$ cat src/sv/assert_macros.svh
// Assertion helpers shared by the deque modules.
`ifndef ASSERT_MACROS_SVH
`define ASSERT_MACROS_SVH

// The consequent must hold in the same cycle as the antecedent.
`define DEQ_ASSERT_SAME(label, ante, cons, msg) \
	label: assert property (@(posedge clk) disable iff (!arst_n) (ante) |-> (cons)) \
		else $error(msg);

// The consequent must hold in the cycle after the antecedent.
`define DEQ_ASSERT_NEXT(label, ante, cons, msg) \
	label: assert property (@(posedge clk) disable iff (!arst_n) (ante) |=> (cons)) \
		else $error(msg);

`endif

$ cat src/sv/deq_pkg.sv
package deq_pkg;

	localparam int WORD_W    = 32;
	localparam int CNT_OUT_W = 5;

	typedef enum logic [1:0] {
		OP_PUSH_FRONT = 2'd0,
		OP_PUSH_BACK  = 2'd1,
		OP_POP_FRONT  = 2'd2,
		OP_POP_BACK   = 2'd3
	} opcode_t;

	typedef enum logic [1:0] {
		ST_DONE  = 2'd0,
		ST_FULL  = 2'd1,
		ST_EMPTY = 2'd2
	} status_t;

	typedef struct packed {
		logic latch_in;
		logic exec;
		logic fetch;
		logic load_out;
	} deq_cmd_t;

	typedef struct packed {
		logic need_read;
	} deq_stat_t;

endpackage

$ cat src/sv/deq_ram.sv
module deq_ram #(
	parameter int WIDTH = 32,
	parameter int DEPTH = 16
) (
	input  logic                     clk,
	input  logic                     wr_en,
	input  logic [$clog2(DEPTH)-1:0] wr_addr,
	input  logic [WIDTH-1:0]         wr_data,
	input  logic                     rd_en,
	input  logic [$clog2(DEPTH)-1:0] rd_addr,
	output logic [WIDTH-1:0]         rd_data
);

	logic [WIDTH-1:0] mem_q [DEPTH];
	logic [WIDTH-1:0] rd_data_q;

	always_ff @(posedge clk) begin
		if (wr_en) begin
			mem_q[wr_addr] <= wr_data;
		end
		if (rd_en) begin
			rd_data_q <= mem_q[rd_addr];
		end
	end

	assign rd_data = rd_data_q;

endmodule

$ cat src/sv/deq_ctrl.sv
`include "assert_macros.svh"

module deq_ctrl (
	input  logic                 clk,
	input  logic                 arst_n,
	input  logic                 op_valid,
	output logic                 op_stall,
	output logic                 res_valid,
	input  logic                 res_stall,
	input  deq_pkg::deq_stat_t   stat,
	output deq_pkg::deq_cmd_t    cmd
);

	typedef enum logic [3:0] {
		S_IDLE   = 4'b0001,
		S_EXEC   = 4'b0010,
		S_FETCH  = 4'b0100,
		S_RESULT = 4'b1000
	} state_t;

	state_t state_q;
	state_t state_d;
	logic   res_valid_q;
	logic   out_free;

	assign op_stall  = (state_q != S_IDLE);
	assign res_valid = res_valid_q;
	assign out_free  = !res_valid_q || !res_stall;

	always_comb begin
		state_d      = state_q;
		cmd.latch_in = 1'b0;
		cmd.exec     = 1'b0;
		cmd.fetch    = 1'b0;
		cmd.load_out = 1'b0;
		case (state_q)
			S_IDLE: begin
				if (op_valid) begin
					cmd.latch_in = 1'b1;
					state_d      = S_EXEC;
				end
			end
			S_EXEC: begin
				cmd.exec = 1'b1;
				state_d  = stat.need_read ? S_FETCH : S_RESULT;
			end
			S_FETCH: begin
				cmd.fetch = 1'b1;
				state_d   = S_RESULT;
			end
			S_RESULT: begin
				if (out_free) begin
					cmd.load_out = 1'b1;
					state_d      = S_IDLE;
				end
			end
			default: begin
				state_d = S_IDLE;
			end
		endcase
	end

	always_ff @(posedge clk or negedge arst_n) begin
		if (!arst_n) begin
			state_q     <= S_IDLE;
			res_valid_q <= 1'b0;
		end else begin
			state_q <= state_d;
			if (cmd.load_out) begin
				res_valid_q <= 1'b1;
			end else if (!res_stall) begin
				res_valid_q <= 1'b0;
			end
		end
	end

	`DEQ_ASSERT_NEXT(a_accept_to_exec, op_valid && !op_stall, state_q == S_EXEC,
		"An accepted request did not start execution.")
	`DEQ_ASSERT_SAME(a_load_when_free, cmd.load_out, !res_valid_q || !res_stall,
		"A result was loaded over one that was still waiting.")
	`DEQ_ASSERT_NEXT(a_fetch_after_exec, state_q == S_EXEC && stat.need_read,
		state_q == S_FETCH, "A store read was issued without a fetch cycle.")

endmodule

$ cat src/sv/deq_datapath.sv
`include "assert_macros.svh"

module deq_datapath #(
	parameter int DEPTH = 16
) (
	input  logic                                 clk,
	input  logic                                 arst_n,
	input  deq_pkg::deq_cmd_t                    cmd,
	output deq_pkg::deq_stat_t                   stat,
	input  logic [1:0]                           opcode,
	input  logic signed [deq_pkg::WORD_W-1:0]    push_value,
	output logic [1:0]                           status,
	output logic signed [deq_pkg::WORD_W-1:0]    removed_value,
	output logic [deq_pkg::CNT_OUT_W-1:0]        entry_count,
	output logic signed [deq_pkg::WORD_W-1:0]    front_value,
	output logic signed [deq_pkg::WORD_W-1:0]    back_value
);

	localparam int AW = $clog2(DEPTH);
	localparam int CW = $clog2(DEPTH + 1);
	localparam logic [AW-1:0] LAST_IDX = AW'(DEPTH - 1);
	localparam logic [CW-1:0] FULL_CNT = CW'(DEPTH);
	localparam logic [CW-1:0] ONE_CNT  = CW'(1);

	deq_pkg::opcode_t             op_q;
	logic [deq_pkg::WORD_W-1:0]   val_q;
	logic [AW-1:0]                front_idx_q;
	logic [AW-1:0]                back_idx_q;
	logic [CW-1:0]                count_q;
	logic [deq_pkg::WORD_W-1:0]   front_val_q;
	logic [deq_pkg::WORD_W-1:0]   back_val_q;
	deq_pkg::status_t             status_q;
	logic [deq_pkg::WORD_W-1:0]   removed_q;

	logic [1:0]                   res_status_q;
	logic [deq_pkg::WORD_W-1:0]   res_removed_q;
	logic [deq_pkg::CNT_OUT_W-1:0] res_count_q;
	logic [deq_pkg::WORD_W-1:0]   res_front_q;
	logic [deq_pkg::WORD_W-1:0]   res_back_q;

	logic                         is_push;
	logic                         full;
	logic                         empty;
	logic                         refuse;
	logic                         last_word;
	logic [AW-1:0]                front_dec;
	logic [AW-1:0]                front_inc;
	logic [AW-1:0]                back_dec;
	logic [AW-1:0]                back_inc;
	logic                         wr_en;
	logic [AW-1:0]                wr_addr;
	logic                         rd_en;
	logic [AW-1:0]                rd_addr;
	logic [deq_pkg::WORD_W-1:0]   rd_data;
	logic [CW+deq_pkg::CNT_OUT_W-1:0] count_ext;

	function automatic logic [AW-1:0] idx_inc(input logic [AW-1:0] idx);
		return (idx == LAST_IDX) ? '0 : idx + AW'(1);
	endfunction

	function automatic logic [AW-1:0] idx_dec(input logic [AW-1:0] idx);
		return (idx == '0) ? LAST_IDX : idx - AW'(1);
	endfunction

	assign front_dec = idx_dec(front_idx_q);
	assign front_inc = idx_inc(front_idx_q);
	assign back_dec  = idx_dec(back_idx_q);
	assign back_inc  = idx_inc(back_idx_q);

	assign is_push   = (op_q == deq_pkg::OP_PUSH_FRONT) || (op_q == deq_pkg::OP_PUSH_BACK);
	assign full      = (count_q == FULL_CNT);
	assign empty     = (count_q == '0);
	assign refuse    = is_push ? full : empty;
	assign last_word = (count_q == ONE_CNT);

	assign stat.need_read = !is_push && !refuse && !last_word;

	assign wr_en   = cmd.exec && is_push && !full;
	assign wr_addr = (op_q == deq_pkg::OP_PUSH_FRONT) ? front_dec : back_inc;
	assign rd_en   = cmd.exec && stat.need_read;
	assign rd_addr = (op_q == deq_pkg::OP_POP_FRONT) ? front_inc : back_dec;

	deq_ram #(
		.WIDTH(deq_pkg::WORD_W),
		.DEPTH(DEPTH)
	) u_store (
		.clk    (clk),
		.wr_en  (wr_en),
		.wr_addr(wr_addr),
		.wr_data(val_q),
		.rd_en  (rd_en),
		.rd_addr(rd_addr),
		.rd_data(rd_data)
	);

	always_ff @(posedge clk) begin
		if (cmd.latch_in) begin
			op_q  <= deq_pkg::opcode_t'(opcode);
			val_q <= push_value;
		end
		if (cmd.exec) begin
			if (refuse) begin
				status_q <= is_push ? deq_pkg::ST_FULL : deq_pkg::ST_EMPTY;
			end else begin
				status_q <= deq_pkg::ST_DONE;
			end
			if (!is_push && !refuse) begin
				removed_q <= (op_q == deq_pkg::OP_POP_FRONT) ? front_val_q : back_val_q;
			end else begin
				removed_q <= '0;
			end
		end
		if (cmd.load_out) begin
			res_status_q  <= status_q;
			res_removed_q <= removed_q;
			res_count_q   <= count_ext[deq_pkg::CNT_OUT_W-1:0];
			res_front_q   <= front_val_q;
			res_back_q    <= back_val_q;
		end
	end

	always_ff @(posedge clk or negedge arst_n) begin
		if (!arst_n) begin
			front_idx_q <= '0;
			back_idx_q  <= LAST_IDX;
			count_q     <= '0;
			front_val_q <= '0;
			back_val_q  <= '0;
		end else if (cmd.exec && !refuse) begin
			case (op_q)
				deq_pkg::OP_PUSH_FRONT: begin
					front_idx_q <= front_dec;
					count_q     <= count_q + ONE_CNT;
					front_val_q <= val_q;
					if (empty) begin
						back_val_q <= val_q;
					end
				end
				deq_pkg::OP_PUSH_BACK: begin
					back_idx_q <= back_inc;
					count_q    <= count_q + ONE_CNT;
					back_val_q <= val_q;
					if (empty) begin
						front_val_q <= val_q;
					end
				end
				deq_pkg::OP_POP_FRONT: begin
					front_idx_q <= front_inc;
					count_q     <= count_q - ONE_CNT;
					if (last_word) begin
						front_val_q <= '0;
						back_val_q  <= '0;
					end
				end
				deq_pkg::OP_POP_BACK: begin
					back_idx_q <= back_dec;
					count_q    <= count_q - ONE_CNT;
					if (last_word) begin
						front_val_q <= '0;
						back_val_q  <= '0;
					end
				end
				default: begin
					count_q <= count_q;
				end
			endcase
		end else if (cmd.fetch) begin
			if (op_q == deq_pkg::OP_POP_FRONT) begin
				front_val_q <= rd_data;
			end else begin
				back_val_q <= rd_data;
			end
		end
	end

	assign count_ext     = {{deq_pkg::CNT_OUT_W{1'b0}}, count_q};
	assign status        = res_status_q;
	assign removed_value = res_removed_q;
	assign entry_count   = res_count_q;
	assign front_value   = res_front_q;
	assign back_value    = res_back_q;

	`DEQ_ASSERT_SAME(a_count_bound, 1'b1, count_q <= FULL_CNT,
		"The word count exceeds the store depth.")
	`DEQ_ASSERT_SAME(a_empty_zero, empty && !cmd.fetch,
		front_val_q == '0 && back_val_q == '0,
		"An empty queue holds a nonzero front or back word.")

endmodule

$ cat src/sv/double_ended_queue.sv
// Sequence: an accepted request passes the execute and result states; a pop that leaves
// words behind passes a fetch state between them, as the new front or back word is read
// from the single registered read port of the word store. A new request is taken only once
// the last has left the result state. A finished result may wait while the next runs.
// Reset: indices, word count and cached front and back words clear at once; the store
// contents are not cleared and are only read after being written.
module double_ended_queue #(
	parameter int DEPTH = 16
) (
	input  logic                              clk,
	input  logic                              arst_n,
	input  logic                              op_valid,
	output logic                              op_stall,
	input  logic [1:0]                        opcode,
	input  logic signed [deq_pkg::WORD_W-1:0] push_value,
	output logic                              res_valid,
	input  logic                              res_stall,
	output logic [1:0]                        status,
	output logic signed [deq_pkg::WORD_W-1:0] removed_value,
	output logic [deq_pkg::CNT_OUT_W-1:0]     entry_count,
	output logic signed [deq_pkg::WORD_W-1:0] front_value,
	output logic signed [deq_pkg::WORD_W-1:0] back_value
);

	deq_pkg::deq_cmd_t  cmd;
	deq_pkg::deq_stat_t stat;

	deq_ctrl u_ctrl (
		.clk      (clk),
		.arst_n   (arst_n),
		.op_valid (op_valid),
		.op_stall (op_stall),
		.res_valid(res_valid),
		.res_stall(res_stall),
		.stat     (stat),
		.cmd      (cmd)
	);

	deq_datapath #(
		.DEPTH(DEPTH)
	) u_datapath (
		.clk          (clk),
		.arst_n       (arst_n),
		.cmd          (cmd),
		.stat         (stat),
		.opcode       (opcode),
		.push_value   (push_value),
		.status       (status),
		.removed_value(removed_value),
		.entry_count  (entry_count),
		.front_value  (front_value),
		.back_value   (back_value)
	);

endmodule
$ cat config.mk
export PLATFORM = sky130hd
export DESIGN_NAME = double_ended_queue
export DESIGN_NICKNAME = d
export VERILOG_FILES = /design/src/sv/deq_pkg.sv /design/src/sv/deq_ram.sv /design/src/sv/deq_ctrl.sv /design/src/sv/deq_datapath.sv /design/src/sv/double_ended_queue.sv
export VERILOG_INCLUDE_DIRS = /design/src /design/src/sv
export SDC_FILE = /design/constraint.sdc
export NUM_CORES = 1
export LEC_CHECK = 0
export ABC_AREA = 1
export BUFFER_PORTS_ARGS = -buffer_cell sky130_fd_sc_hd__buf_4
export CAP_MARGIN = 10
export CORE_ASPECT_RATIO = 0.9
export CORE_UTILIZATION = 39
export CTS_CLUSTER_DIAMETER = 40
export DETAILED_ROUTE_END_ITERATION = 6
export SETUP_SLACK_MARGIN = 0.5
export SYNTH_ARGS = -nofsm -noshare
export SYNTH_HDL_FRONTEND = slang
export SYNTH_HIERARCHICAL = 1
export SYNTH_SLANG_ARGS = --single-unit
$ cat constraint.sdc
create_clock -name clk -period 12.1 [get_ports clk]
set_input_delay 0.605 -clock clk [delete_from_list [all_inputs] [get_ports clk]]
set_output_delay 0.605 -clock clk [all_outputs]
set_load 0.005 [all_outputs]
### Word level (Yosys, flattened, before mapping)

Memories as Yosys holds them, arrays and structs flattened. A register that Yosys moved wholly into a read port is not among the register bits.
Index checks and enable logic that the tools add are counted.

| word-level totals | value |
|---|---|
| register bits | 253 |
| bits in writable memories | 512 |
| input port bits | 38 |
| word-level logic and storage cells | 107 |
| memories | 1 |

| operators by class | value |
|---|---|
| add/sub/neg operators | 6 |
| equal/unequal tests | 19 |
| multiplexer cells | 36 |
| reduce and logical (&&, ||, !) cells | 29 |

Memory list:

| memory | words | bits a word | read ports | clocked after Yosys merged registers in | wr ports | RTL line | RTL |
|---|---|---|---|---|---|---|---|
| u_datapath.u_store.mem_q | 16 | 32 | 1 | 1 | 1 | deq_ram.sv:14 | `logic [WIDTH-1:0] mem_q [DEPTH];` |

Operators with widths:

| kind | number |
|---|---|
| 32-bit 2-to-1 mux | 9 |
| 32-bit one-hot mux with 3 select lines | 2 |
| 4-bit 2-to-1 mux | 9 |
| 4-bit one-hot mux with 2 select lines | 2 |
| 4-bit one-hot mux with 4 select lines | 1 |
| 4-bit equality test (second input constant) | 3 |
| 1-bit 2-to-1 mux | 11 |
| 5-bit one-hot mux with 2 select lines | 1 |
| 3-bit by 2-bit != test with 1-bit output (second input constant) | 3 |
| 4-bit by 1-bit adder with 4-bit output (second input constant) | 2 |
| 4-bit logical NOT | 2 |
| 4-bit AND reduction | 2 |
| 2-bit nonzero test | 4 |
| 4-bit by 1-bit subtractor with 4-bit output (second input constant) | 2 |
| 1-bit logical AND | 6 |
| 1-bit logical NOT | 6 |
| 2-bit AND reduction | 3 |
| 5-bit by 1-bit adder with 5-bit output (second input constant) | 1 |
| 5-bit by 1-bit equality test with 1-bit output (second input constant) | 1 |
| 5-bit equality test (second input constant) | 1 |
| 5-bit logical NOT | 1 |
| 5-bit by 1-bit subtractor with 5-bit output (second input constant) | 1 |
| 2-bit equality test (second input constant) | 2 |
| 4-bit by 1-bit equality test with 1-bit output (second input constant) | 1 |
| 10 further kinds | 14 |

### Longest topological paths before layout

Gate-level depths: netlist of run 1.

| logic depth | value |
|---|---|
| word-level depth | 8 |
| gate-level depth with buffers | 17 |

### Modules after synthesis

The synthesis of run 1 kept the hierarchy.

By module, submodules not included:

| module | instances | cells an instance | area each (µm²) |
|---|---|---|---|
| deq_ram | 1 | 2,120 | 23,050.9 |
| deq_datapath | 1 | 886 | 9,972.1 |
| deq_ctrl | 1 | 32 | 272.8 |

### Least setup slack after synthesis of run 1

OpenSTA, ideal clock, no wires.

| timing | value |
|---|---|
| path type | reg2reg |
| start point | register u_ctrl.state_q[1] |
| end point | register u_datapath.res_back_q, in the netlist u_datapath/back_value[0], enable pin |
| arrival | 5.685 ns |
| required time | 11.502 ns |
| slack | 5.816 ns |
| cell stages (with the launch flop) | 4 |
| buffers on the path | 0 |
| clock period less this slack | 6.284 ns |
| cells stage by stage | dfrtp_1 -> nor2_1 -> nand3_2 -> a21oi_1 |

RTL lines:

| what | RTL line | RTL |
|---|---|---|
| start: declaration | deq_ctrl.sv:21 | `state_t state_q;` |
| start signal: assignment | deq_ctrl.sv:68 | `state_q <= state_d;` |
| end signal: assignment | deq_datapath.sv:118 | `res_back_q <= back_val_q;` |
| end: declaration | deq_datapath.sv:39 | `logic [deq_pkg::WORD_W-1:0] res_back_q;` |

### Worst setup path after layout of run 1

| timing | value |
|---|---|
| start point | register u_datapath.op_q[1] |
| end point | register u_datapath.u_store.rd_data_q[16] (netlist: u_datapath/u_store/rd_data[16]) (read register of u_datapath.u_store.mem_q) (data pin) |

| between the ends | value |
|---|---|
| elaborated cells between the ends (all ways) | 11 |
| those cells by class | 2 x eq/ne; 2 x mux; 7 x reduce/logical |

RTL lines:

| what | RTL line | RTL |
|---|---|---|
| start: declaration | deq_datapath.sv:25 | `deq_pkg::opcode_t op_q;` |
| start signal: assignment | deq_datapath.sv:98 | `op_q <= deq_pkg::opcode_t'(opcode);` |
| 2-bit equality test | deq_datapath.sv:81 | `assign rd_addr = (op_q == deq_pkg::OP_POP_FRONT) ? front_inc : back_dec;` |
| 4-bit 2-to-1 mux | deq_datapath.sv:81 |  |
| net u_datapath.rd_addr[0] | deq_datapath.sv:53 | `logic [AW-1:0] rd_addr;` |
| end: declaration | deq_ram.sv:15 | `logic [WIDTH-1:0] rd_data_q;` |

The timed path passes the listed nets, and every way through them passes these cells.
A chain may end at the register's enable or synchronous reset.

==> impl_results.md, run 1 <==
- Chip height: 279 um
- Hold_sp: push_value[26]
- Synth cell types: 37
- Post-CTS setup buffer count: 0
- Fin crit share: 36.0%
- CP max stage cell: buf_4
- Clk_skew: 0.0214 ns
- Layout fillers: 7,693
- Pint: 6610 uW
- CP Max Fanout: 96
- Area added between synthesis and finish: 17.1%
- Switching pwr: 4140 uW
- Critical path class: reg -> reg
- Slew headroom: 30.0%
- ANT cells: 0
- Routed wire length: 81.2 mm
- Min-delay worst type: in -> reg
- Metal3 WL: 7.08 mm
- Routed len/inst: 18.4 um
- Synth Instances: 3,038
- Row count: 101
- Worst R2R End: u_datapath/u_store/rd_data[16]$_DFFE_PP_
- RSZ-0062 raised after global routing: false
- Yosys warnings: 6
- Share of cells above drive strength 1: 12.6%
- Maximum clock path buffer count: 3
- Crit path cell chain: buf_4 -> inv_1 -> nor2_4 -> inv_2 -> nand2_1 -> o21ai_4 -> inv_6 -> buf_4 -> nand2_1 -> nand3_1 -> nand3_1 -> nand3_1 -> nand2_1
- First-pass GRT wire length: 123 mm
- Clk slew on worst S/H paths: 0.06 ns
- Gr usage total: 18.9%
- DR vias/cell: 4.79
- CTS HTree Levels: 3
- Gr ovfl total: 0
- Routed met1 length: 36.2 mm
- Pleak: 0.0164 uW
- Sequential fraction of the synthesis area: 70.7%
- Die W: 310 um
- Setup crit start: u_datapath/op_q[1]$_DFFE_PP_
- Starting DRT DRC Count: 2,071
- TNS Setup: 0 ns
- Syn avg cell area: 11.0 um2
- Maximum clock frequency: 229 MHz
- Worst-margin pin slew: 1.05 ns
- DR top layer: met4
- Placer congestion estimate: 0.775
- Max-Cap Viols: 0
- Net Sw Frac: 38.5%
- Vias in the first global route: 20,100
- Syn Std Cell Area: 0.0333 mm2
- Slowest stage delay, CP: 0.91 ns
- R2R depth: 13
- Tmin final: 4.36 ns
- CTS sink count: 797
- Worst r2r src: u_datapath/op_q[1]$_DFFE_PP_
- DP HPWL: 41.6 mm
- Pin count of the biggest net entering global routing: 184
- Synth Net Count: 3,083
- Main synth FF type: edfxtp_1
- FF+latch count, synth: 797
- FFs w/ async S/R, synth: 10.3%
- Slew Limit Fails: 0
- CTS tree: built
- PD cells: 276 mW/mm2
- Die ar.: 0.0865 mm2
- Final Hold Fails: 0
- Met2 WL: 36.5 mm
- Final ANT Viol Nets: 0
- Worst ir drop on vdd: 0.327 mV
- IO Port Bufs: 142
- Minimum hold slack: 0.126 ns
- Final setup fails: 0
- Setup crit end: u_datapath/u_store/rd_data[16]$_DFFE_PP_
- Clk root buf: clkbuf_16
- Total core area: 0.0844 mm2
- Req. time, crit path: 12.50 ns
- Nets: 3,230
- Initial Util: 39.4%
- Clk pwr share: 29.1%
- Outcome: finished clean
- Number of flops mapped to enable cells by yosys: 715
- Drt drc: 0
- Top Ports: 143
- Sequential share of power: 37.2%
- Initial antenna violation count: 0
- CTS Buf Count: 109
- Startpoint types: flip-flop
- Detailed Routing Iterations Pass 1: 6
- Combinational Power Share: 33.7%
- Clock Latency Late Sink: 0.66 ns
- Worst Setup End Kind: flip-flop
- Via count: 21,100
- Crit path DAT: 4.76 ns
- Worst R2R Setup Slack: 7.74 ns
placed cells by master (no fill, tap or decap), types with 2 or more instances in the layout:
cell,Yosys,layout
clkinv_4,0,9
clkbuf_16,0,113
inv_1,443,442
nand3_1,501,501
or2_2,2,2
clkinv_2,0,13
nand3_2,2,2
clkinv_1,0,15
nor2_1,63,46
xnor2_1,6,6
nand2_1,971,971
xor2_1,6,6
inv_6,0,9
buf_4,7,185
a21oi_1,38,37
bufinv_16,0,10
ha_1,7,7
clkbuf_1,27,16
edfxtp_1,715,715
nor2_4,3,20
nand2_2,7,7
inv_8,0,4
dfstp_2,5,5
o21ai_0,18,15
clkinvlp_4,0,14
mux2i_1,2,2
o21ai_4,0,3
dfrtp_1,77,77
inv_2,4,3
clkbuf_8,0,3
nand3b_1,2,2
nor2_2,3,3
per-stage QoR:
step	power [uW]	utilization (%)	std cells	setup slack (ns)	area (um2)
4_1_cts	10800	46.2	4410	7.75	39000
3_5_place_dp	7670	41.9	4206	7.77	35300
5_1_grt	11400	46.2	4410	7.39	39000
2_1_floorplan	6600	-	3038	5.82	33300
6_report	10800	46.2	4410	7.74	39000
3_3_place_gp	7640	41.9	4206	7.84	35300
cell usage after synthesis, types with 16 or more instances:
cell type	count	area, um2
clkbuf_1	27	101
buf_2	64	320
nand3_1	501	2510
edfxtp_1	715	21500
inv_1	443	1660
dfrtp_1	77	1930
nor2_1	63	236
buf_6	36	405
a21oi_1	38	190
o21ai_0	18	90.1
nand2_1	971	3640
buf_1	16	60.1
worst min path at each step:
stage,to,cells past startpoint
after floorplan,u_ctrl/res_valid$_DFFE_PN0P_,0
after global placement,u_datapath/removed_value[1]$_DFFE_PP_,0
after detailed placement,u_datapath/removed_value[17]$_DFFE_PP_,0
after CTS,u_datapath/val_q[26]$_DFFE_PP_,1
after global routing,u_datapath/val_q[26]$_DFFE_PP_,1
final,u_datapath/val_q[26]$_DFFE_PP_,1
metal layers:
layer	global-route usage, %	up-vias
met5	0	-
met4	4.65	0
met3	4.27	113
met2	29.5	746
met1	26.6	9993
li1	-	10300
worst max-delay path, delay by kind of cell, from the launching register on:
| kind | cells | cell delay (ns) |
|---|---|---|
| buffers and inverters | 5 | 2.57 |
| AND/OR/NAND/NOR | 7 | 0.93 |
| flip-flops | 1 | 0.32 |
| AO/OA/AOI/OAI | 1 | 0.12 |
kinds of logic (layout without fill, tap and decap cells):
logic type	Yosys count	count (layout)	synth area share [%]
mux	2	2	0.0601
flops	797	797	70.7
compound gates	62	62	1.00
xor+xnor	12	12	0.316
fa+ha+maj	7	7	0.263
simple gates	1559	1559	19.8
buf+inv	599	838	7.94
power groups by stage:
stage	Sequential [uW]	Combinational [uW]	Clock, uW
after floorplan	3930	2670	0
after global placement	4050	3590	0
after detailed placement	4060	3620	0
after CTS	4000	3630	3190
after global routing	4050	4020	3310
final	4000	3620	3130
cell type report:
type | instances | area [um2] | share of cell area [%]
sequential | 797 | 23500 | 60.3
multi-input combinational | 1642 | 7300 | 18.7
clock buffer | 132 | 2930 | 7.51
inverter | 448 | 1690 | 4.34
timing repair buffer | 187 | 1420 | 3.64
tap | 1133 | 1420 | 3.64
clock inverter | 71 | 707 | 1.81
registers in the layout, indices dropped and copies added, names as in the netlist, 5 cells and up:
name and count:
u_datapath/entry_count 5, u_datapath/front_value 32, u_datapath/val_q 32, u_datapath/removed_value 32, u_datapath/back_value 32, u_datapath/back_val_q 32
u_datapath/u_store/rd_data 32, u_datapath/count_q 5, u_datapath/removed_q 32, u_datapath/front_val_q 32, u_datapath/u_store/mem_q 512
what timing repair did:
item                                   CTS  global route
resized for setup                        0             0
endpoints found under the hold margin    8             0
hold buffers                             1             0
Note: power is estimated with default switching activity, not from simulation.
==> inputs of run 2 (changes only) <==
==> constraint.sdc (replaced) <==
create_clock -name clk -period 3.8 [get_ports clk]
set_input_delay 0.19 -clock clk [delete_from_list [all_inputs] [get_ports clk]]
set_output_delay 0.19 -clock clk [all_outputs]
set_load 0.005 [all_outputs]
==> run 2 against run 1 <==
Effect of this change:
- non-clock buffer count rose by 65
- final area rose by 2.5%
- die area did not move
- sequential power rose to 3.2 times the previous value
- largest power group unchanged
- largest cell class unchanged
- register-to-register slack got worse by 7.0 ns
==> impl_results.md, run 2 (synthesis gave the netlist of run 1 again) <==
- IO Port Bufs: 142 (unchanged)
- Worst-margin pin slew: 1.20 ns (+0.153 ns)
- DP HPWL: 44.8 mm (+7.8%)
- Clk root buf: clkbuf_16
- Placed cell area: 0.0358 mm2 (+1.3%)
- Routed len/inst: 18.0 um (-2.0%)
- CTS HTree Levels: 3 (unchanged)
- Sequential share of power: 36.3% (-0.9 points)
- Switching pwr: 13,700 uW (+230%)
- Worst Setup End Kind: flip-flop
- Final ANT Viol Nets: 0 (unchanged)
- Pre-CTS WS: 0.732 ns (-7.04 ns)
- Req. time, crit path: 4.33 ns (-8.17 ns)
- Critical path class: reg -> reg
- First-pass GRT wire length: 122 mm (-0.36%)
- Net Sw Frac: 39.1% (+0.61 points)
- Maximum clock frequency: 323 MHz (+41%)
- Outcome: finished clean
- Combinational Power Share: 34.3% (+0.6 points)
- Area added between synthesis and finish: 20.0%
- Final setup fails: 0 (unchanged)
- Placer congestion estimate: 0.789 (+1.8%)
- Min-delay worst type: in -> async
- Layout fillers: 7,657 (-0.47%)
- Drt drc: 0 (unchanged)
- Pleak: 0.0168 uW (+2.7%)
- R2R depth: 9 (-4)
- TNS Setup: 0 ns (unchanged)
- Clk slew on worst S/H paths: 0.06 ns (about the same)
- Initial Util: 39.4% (unchanged)
- Slew Limit Fails: 0 (unchanged)
- RSZ-0062 raised after global routing: false
- Pint: 21,300 uW (+220%)
- Largest reg by FF count: u_datapath/u_store/mem_q
- Nets: 3,296 (+2.0%)
- Maximum clock path buffer count: 3 (unchanged)
- CTS tree: built
- Clk_skew: 0.0234 ns (+0.00197 ns)
- Fin crit share: 81.6% (+46 points)
- Final worst-path setup slack: 0.700 ns (-7.04 ns)
- Clk pwr share: 29.5% (+0.4 points)
- Startpoint types: flip-flop
- DR vias/cell: 4.79 (+0.12%)
- Die W: 310 um (unchanged)
- Detailed Routing Iterations Pass 1: 5 (-1)
- Slew headroom: 19.5% (-11 points)
- CTS Buf Count: 110 (+0.92%)
- Pin count of the biggest net entering global routing: 129 (-30%)
- Worst ir drop on vdd: 0.914 mV (+180%)
- Total core area: 0.0844 mm2 (unchanged)
- Commonest non-fill, non-tap cell in the layout: nand2_1
- Final Hold Fails: 0 (unchanged)
- Clock Latency Late Sink: 0.68 ns (+0.02 ns)
- Finished layout cell area: 0.0400 mm2 (+2.5%)
- ANT cells: 0 (unchanged)
- Largest register FFs: 512 (unchanged)
- Vias in the first global route: 20,100 (-0.16%)
- Via count: 21,500 (+1.7%)
- CP Max Fanout: 42 (-56%)
- Max-Cap Viols: 0 (unchanged)
- CTS sink count: 797 (unchanged)
- Gr ovfl total: 0 (unchanged)
- Most frequent cells in the layout: 971 x nand2_1, 715 x edfxtp_1, 501 x nand3_1
- Final Power: 35,000 uW (+230%)
- Routed wire length: 80.8 mm (-0.49%)
- Starting DRT DRC Count: 1,816 (-12%)
- Share of cells above drive strength 1: 13.7% (+1.1 points)
- Top Ports: 143 (unchanged)
- Chip height: 279 um (unchanged)
- Crit path DAT: 3.63 ns (-1.13 ns)
- Tmin final: 3.10 ns (-1.26 ns)
- Gr usage total: 18.7% (-0.22 points)
- Util after Layout: 47.3% (+1.1 points)
- Initial antenna violation count: 0 (unchanged)
- PD cells: 875 mW/mm2 (+220%)
- Row count: 101 (unchanged)
- Die ar.: 0.0865 mm2 (unchanged)
## run 2: critical path, stage by stage, from the launching register on
cell and delay (ns):
dfstp_2 0.57, inv_1 0.08, ha_1 0.23, xnor2_1 0.18
o21ai_4 0.93, inv_2 0.06, buf_4 0.38, nand3_1 0.21
nand3_1 0.16, nand2_1 0.13
## run 2: metrics by stage
stage | cells | hold slack, ns
after global placement | 4235 | 0.243
after detailed placement | 4235 | 0.249
after global routing | 4480 | 0.160
final | 4480 | 0.112
after floorplan | 3038 | -0.106
after CTS | 4480 | 0.102
## run 2: worst paths after layout
kind	start	end	slack, ns
max	u_datapath/back_idx_q[0]$_DFFE_PN1P_	u_datapath/u_store/rd_data[14]$_DFFE_PP_	0.70
min	arst_n	u_datapath/back_val_q[7]$_DFFE_PN0P_	0.11
max reg2reg	u_datapath/back_idx_q[0]$_DFFE_PN1P_	u_datapath/u_store/rd_data[14]$_DFFE_PP_	0.70
min reg2reg	u_datapath/removed_q[23]$_SDFFCE_PN0P_	u_datapath/removed_value[23]$_DFFE_PP_	0.42
max in group asynchronous	arst_n	u_datapath/back_val_q[21]$_DFFE_PN0P_	2.77
min in group clk	push_value[5]	u_datapath/val_q[5]$_DFFE_PP_	0.23
## run 2: metal layers
layer  vias up  track usage [%]  wire length [um]
li1      10400                -                 -
met4         0             5.22              1430
met3       107             2.80              5490
met2       759             29.9             38200
met5         -                0                 0
met1     10200             26.3             35700
## run 2: what timing repair did
item,CTS,global route
setup endpoints to repair,0,14
buffers inserted,0,0
gates resized for setup,0,3
hold buffers,37,0
hold endpoints to repair,90,0
## run 2: power groups by stage
stage	clock network, uW	logic, uW	registers, uW
CTS	10500	12000	12700
floorplan	0	8520	12500
detailed placement	0	12000	12900
global placement	0	11900	12800
global route	10800	13300	12800
finish	10300	12000	12700
## run 2: cell type report
type / count / area, um2 / share of cell area (%)
timing repair buffer: 252 / 2220 / 5.56
inverter: 448 / 1690 / 4.23
sequential: 797 / 23500 / 58.9
clock inverter: 89 / 997 / 2.50
tap: 1133 / 1420 / 3.55
multi-input combinational: 1642 / 7320 / 18.3
clock buffer: 119 / 2790 / 6.97
==> inputs of run 3 (changes only) <==
==> constraint.sdc (replaced) <==
create_clock -name clk -period 2.6 [get_ports clk]
set_input_delay 0.13 -clock clk [delete_from_list [all_inputs] [get_ports clk]]
set_output_delay 0.13 -clock clk [all_outputs]
set_load 0.005 [all_outputs]
==> run 3 against run 2 <==
Effect of this change:
- the run now ends with design-rule violations left
- die area stayed put
- non-clock buffer count is 280 higher
- core utilization is 7.9 points higher
- wire length is 31% higher
- sequential power is 45% higher
- final area is 17% higher
- sequential cell count stayed put
- clock skew is 0.0080 ns higher
- global-route usage is 3.4 points higher
- largest cell class unchanged
==> impl_results.md, run 3 (synthesis gave the netlist of run 1 again) <==
- Outcome: complete, but fails checks
- Failing checks: design-rule violations
- Via count: 24,500 (+14%)
- Final setup fails: 0 (unchanged)
- CTS tree: built
- Dpl cells: 4,297 (+1.5%)
- Largest reg by FF count: u_datapath/u_store/mem_q
- Initial Util: 39.4% (unchanged)
- Slew headroom: 48.5% (+29 points)
- Pleak: 0.0197 uW (+17%)
- IO Port Bufs: 142 (unchanged)
- Final ANT Viol Nets: 0 (unchanged)
- Maximum clock frequency: 402 MHz (+25%)
- Worst ir drop on vdd: 1.21 mV (+32%)
- Multi-input logic area: 0.00856 mm2 (+17%)
- Final Hold Fails: 0 (unchanged)
- CP Max Fanout: 5 (-88%)
- CTS sink count: 797 (unchanged)
- Final Power: 63,200 uW (+81%)
- Gr usage total: 22.0% (+3.4 points)
- Clk slew on worst S/H paths: 0.06 ns (about the same)
- Req. time, crit path: 3.02 ns (-1.31 ns)
- Layout fillers: 6,681 (-13%)
- Pin count of the biggest net entering global routing: 97 (-25%)
- Initial antenna violation count: 0 (unchanged)
- Top Ports: 143 (unchanged)
- DP HPWL: 49.1 mm (+9.4%)
- CTS HTree Levels: 3 (unchanged)
- PD cells: 1360 mW/mm2 (+55%)
- First-pass GRT wire length: 142 mm (+16%)
- Commonest non-fill, non-tap cell in the layout: nand2_1
- Worst-margin pin slew: 0.772 ns (-0.430 ns)
- Most frequent cells in the layout: 866 x nand2_1, 715 x edfxtp_1, 433 x inv_1
- Starting DRT DRC Count: 2,744 (+51%)
- Clk root buf: clkbuf_16
- Reg area: 0.0235 mm2 (about the same)
- Crit path DAT: 2.91 ns (-0.72 ns)
- Maximum clock path buffer count: 3 (unchanged)
- Vias in the first global route: 22,500 (+12%)
- Row count: 101 (unchanged)
- DR vias/cell: 5.14 (+7.3%)
- Worst Setup End Kind: flip-flop
- Gr ovfl total: 0 (unchanged)
- Crit path cell chain: ha_2 -> nand3_4 -> nand2_4 -> o21ai_4 -> clkinv_4 -> buf_12 -> buf_12 -> buf_16 -> buf_4 -> nand2_1 -> nand2_1 -> nand2_1 -> nand3_1 -> nand3_1 -> nand2_1
- RSZ-0062 raised after global routing: true
- Area added between synthesis and finish: 40.0%
- Die ar.: 0.0865 mm2 (unchanged)
- Slowest stage delay, CP: 0.40 ns (-0.53 ns)
- CTS Buf Count: 115 (+4.5%)
- Share of cells above drive strength 1: 27.3% (+14 points)
- Clock Latency Late Sink: 0.69 ns (about the same)
- Crit path top cell by count: nand2_1
- Max-Cap Viols: 0 (unchanged)
- Total core area: 0.0844 mm2 (unchanged)
- Die W: 310 um (unchanged)
- ANT cells: 0 (unchanged)
- CP Buf/Inv Count: 5 (+2)
- Routed len/inst: 22.2 um (+23%)
- Largest register FFs: 512 (unchanged)
- Fin crit share: 95.6% (+14 points)
- Critical path class: reg -> reg
- Detailed Routing Iterations Pass 1: 7 (+2)
- Routed wire length: 106 mm (+31%)
- Largest delay share family, worst path: buffers and inverters
- Tmin final: 2.49 ns (-0.613 ns)
- CP max stage cell: dfrtp_1
- Placer congestion estimate: 0.823 (+4.3%)
- Startpoint types: flip-flop
- Min-delay worst type: in -> async
- Drt drc: 1 (+1)
- Clk_skew: 0.0314 ns (+0.00797 ns)
- Slew Limit Fails: 0 (unchanged)
- Pre-CTS WS: 0.0743 ns (-0.657 ns)
- Layout Cells excl Fill: 4,771 (+6.5%)
- Final worst-path setup slack: 0.113 ns (-0.587 ns)
- Chip height: 279 um (unchanged)
- Nets: 3,583 (+8.7%)
-- run 3: final cells by class --
type	count	area share, %
Multi-Input combinational cell	1643	18.4
Tap cell	1133	3.04
Clock inverter	91	2.38
Inverter	448	3.69
Timing Repair Buffer	532	15.7
Clock buffer	126	6.33
Sequential cell	797	50.5
Timing Repair inverter	1	0.0134
-- run 3: through the flow --
stage	setup TNS, ns	util [%]	area [um2]	hold slack [ns]
6_report	0	55.2	46600	0.0412
5_1_grt	0	55.2	46600	0.100
4_1_cts	0	52.5	44400	0.0445
3_5_place_dp	0	43.4	36600	0.198
3_3_place_gp	0	43.4	36600	0.193
2_1_floorplan	-35.94	-	33500	-0.166
-- run 3: power by group --
| group | switching [uW] | internal [uW] |
|---|---|---|
| Sequential | 1370 | 17000 |
| Combinational | 17300 | 11200 |
| Clock | 6140 | 10100 |
| Total | 24800 | 38300 |
-- run 3: path summary, 6_finish.rpt --
check | from | endpoint | slack, ns | cells past startpoint
max in group asynchronous | arst_n | u_datapath/back_idx_q[2]$_DFFE_PN1P_ | 1.78 | 3
min reg2reg | u_datapath/removed_q[1]$_SDFFCE_PN0P_ | u_datapath/removed_value[1]$_DFFE_PP_ | 0.41 | 0
min in group clk | push_value[20] | u_datapath/val_q[20]$_DFFE_PP_ | 0.18 | 2
min | arst_n | u_datapath/front_val_q[7]$_DFFE_PN0P_ | 0.04 | 2
max | u_datapath/front_idx_q[1]$_DFFE_PN0P_ | u_datapath/u_store/rd_data[16]$_DFFE_PP_ | 0.11 | 15
max reg2reg | u_datapath/front_idx_q[1]$_DFFE_PN0P_ | u_datapath/u_store/rd_data[16]$_DFFE_PP_ | 0.11 | 15
-- run 3: layer usage --
layer	track usage [%]	vias up	wire [um]
met5	0	-	0
met4	7.28	0	5290
met3	3.88	305	10700
met2	34.8	1444	49100
met1	30.7	11800	40800
li1	-	11000	-
-- run 3: what timing repair did --
action / 4_1_cts / 5_1_grt
setup buffers: 89 / 42
hold endpoints to repair: 100 / 0
pin swaps: 39 / 62
resized for setup: 273 / 222
gates cloned: 45 / 43
endpoints found under the setup margin: 640 / 640
hold buffers: 38 / 0
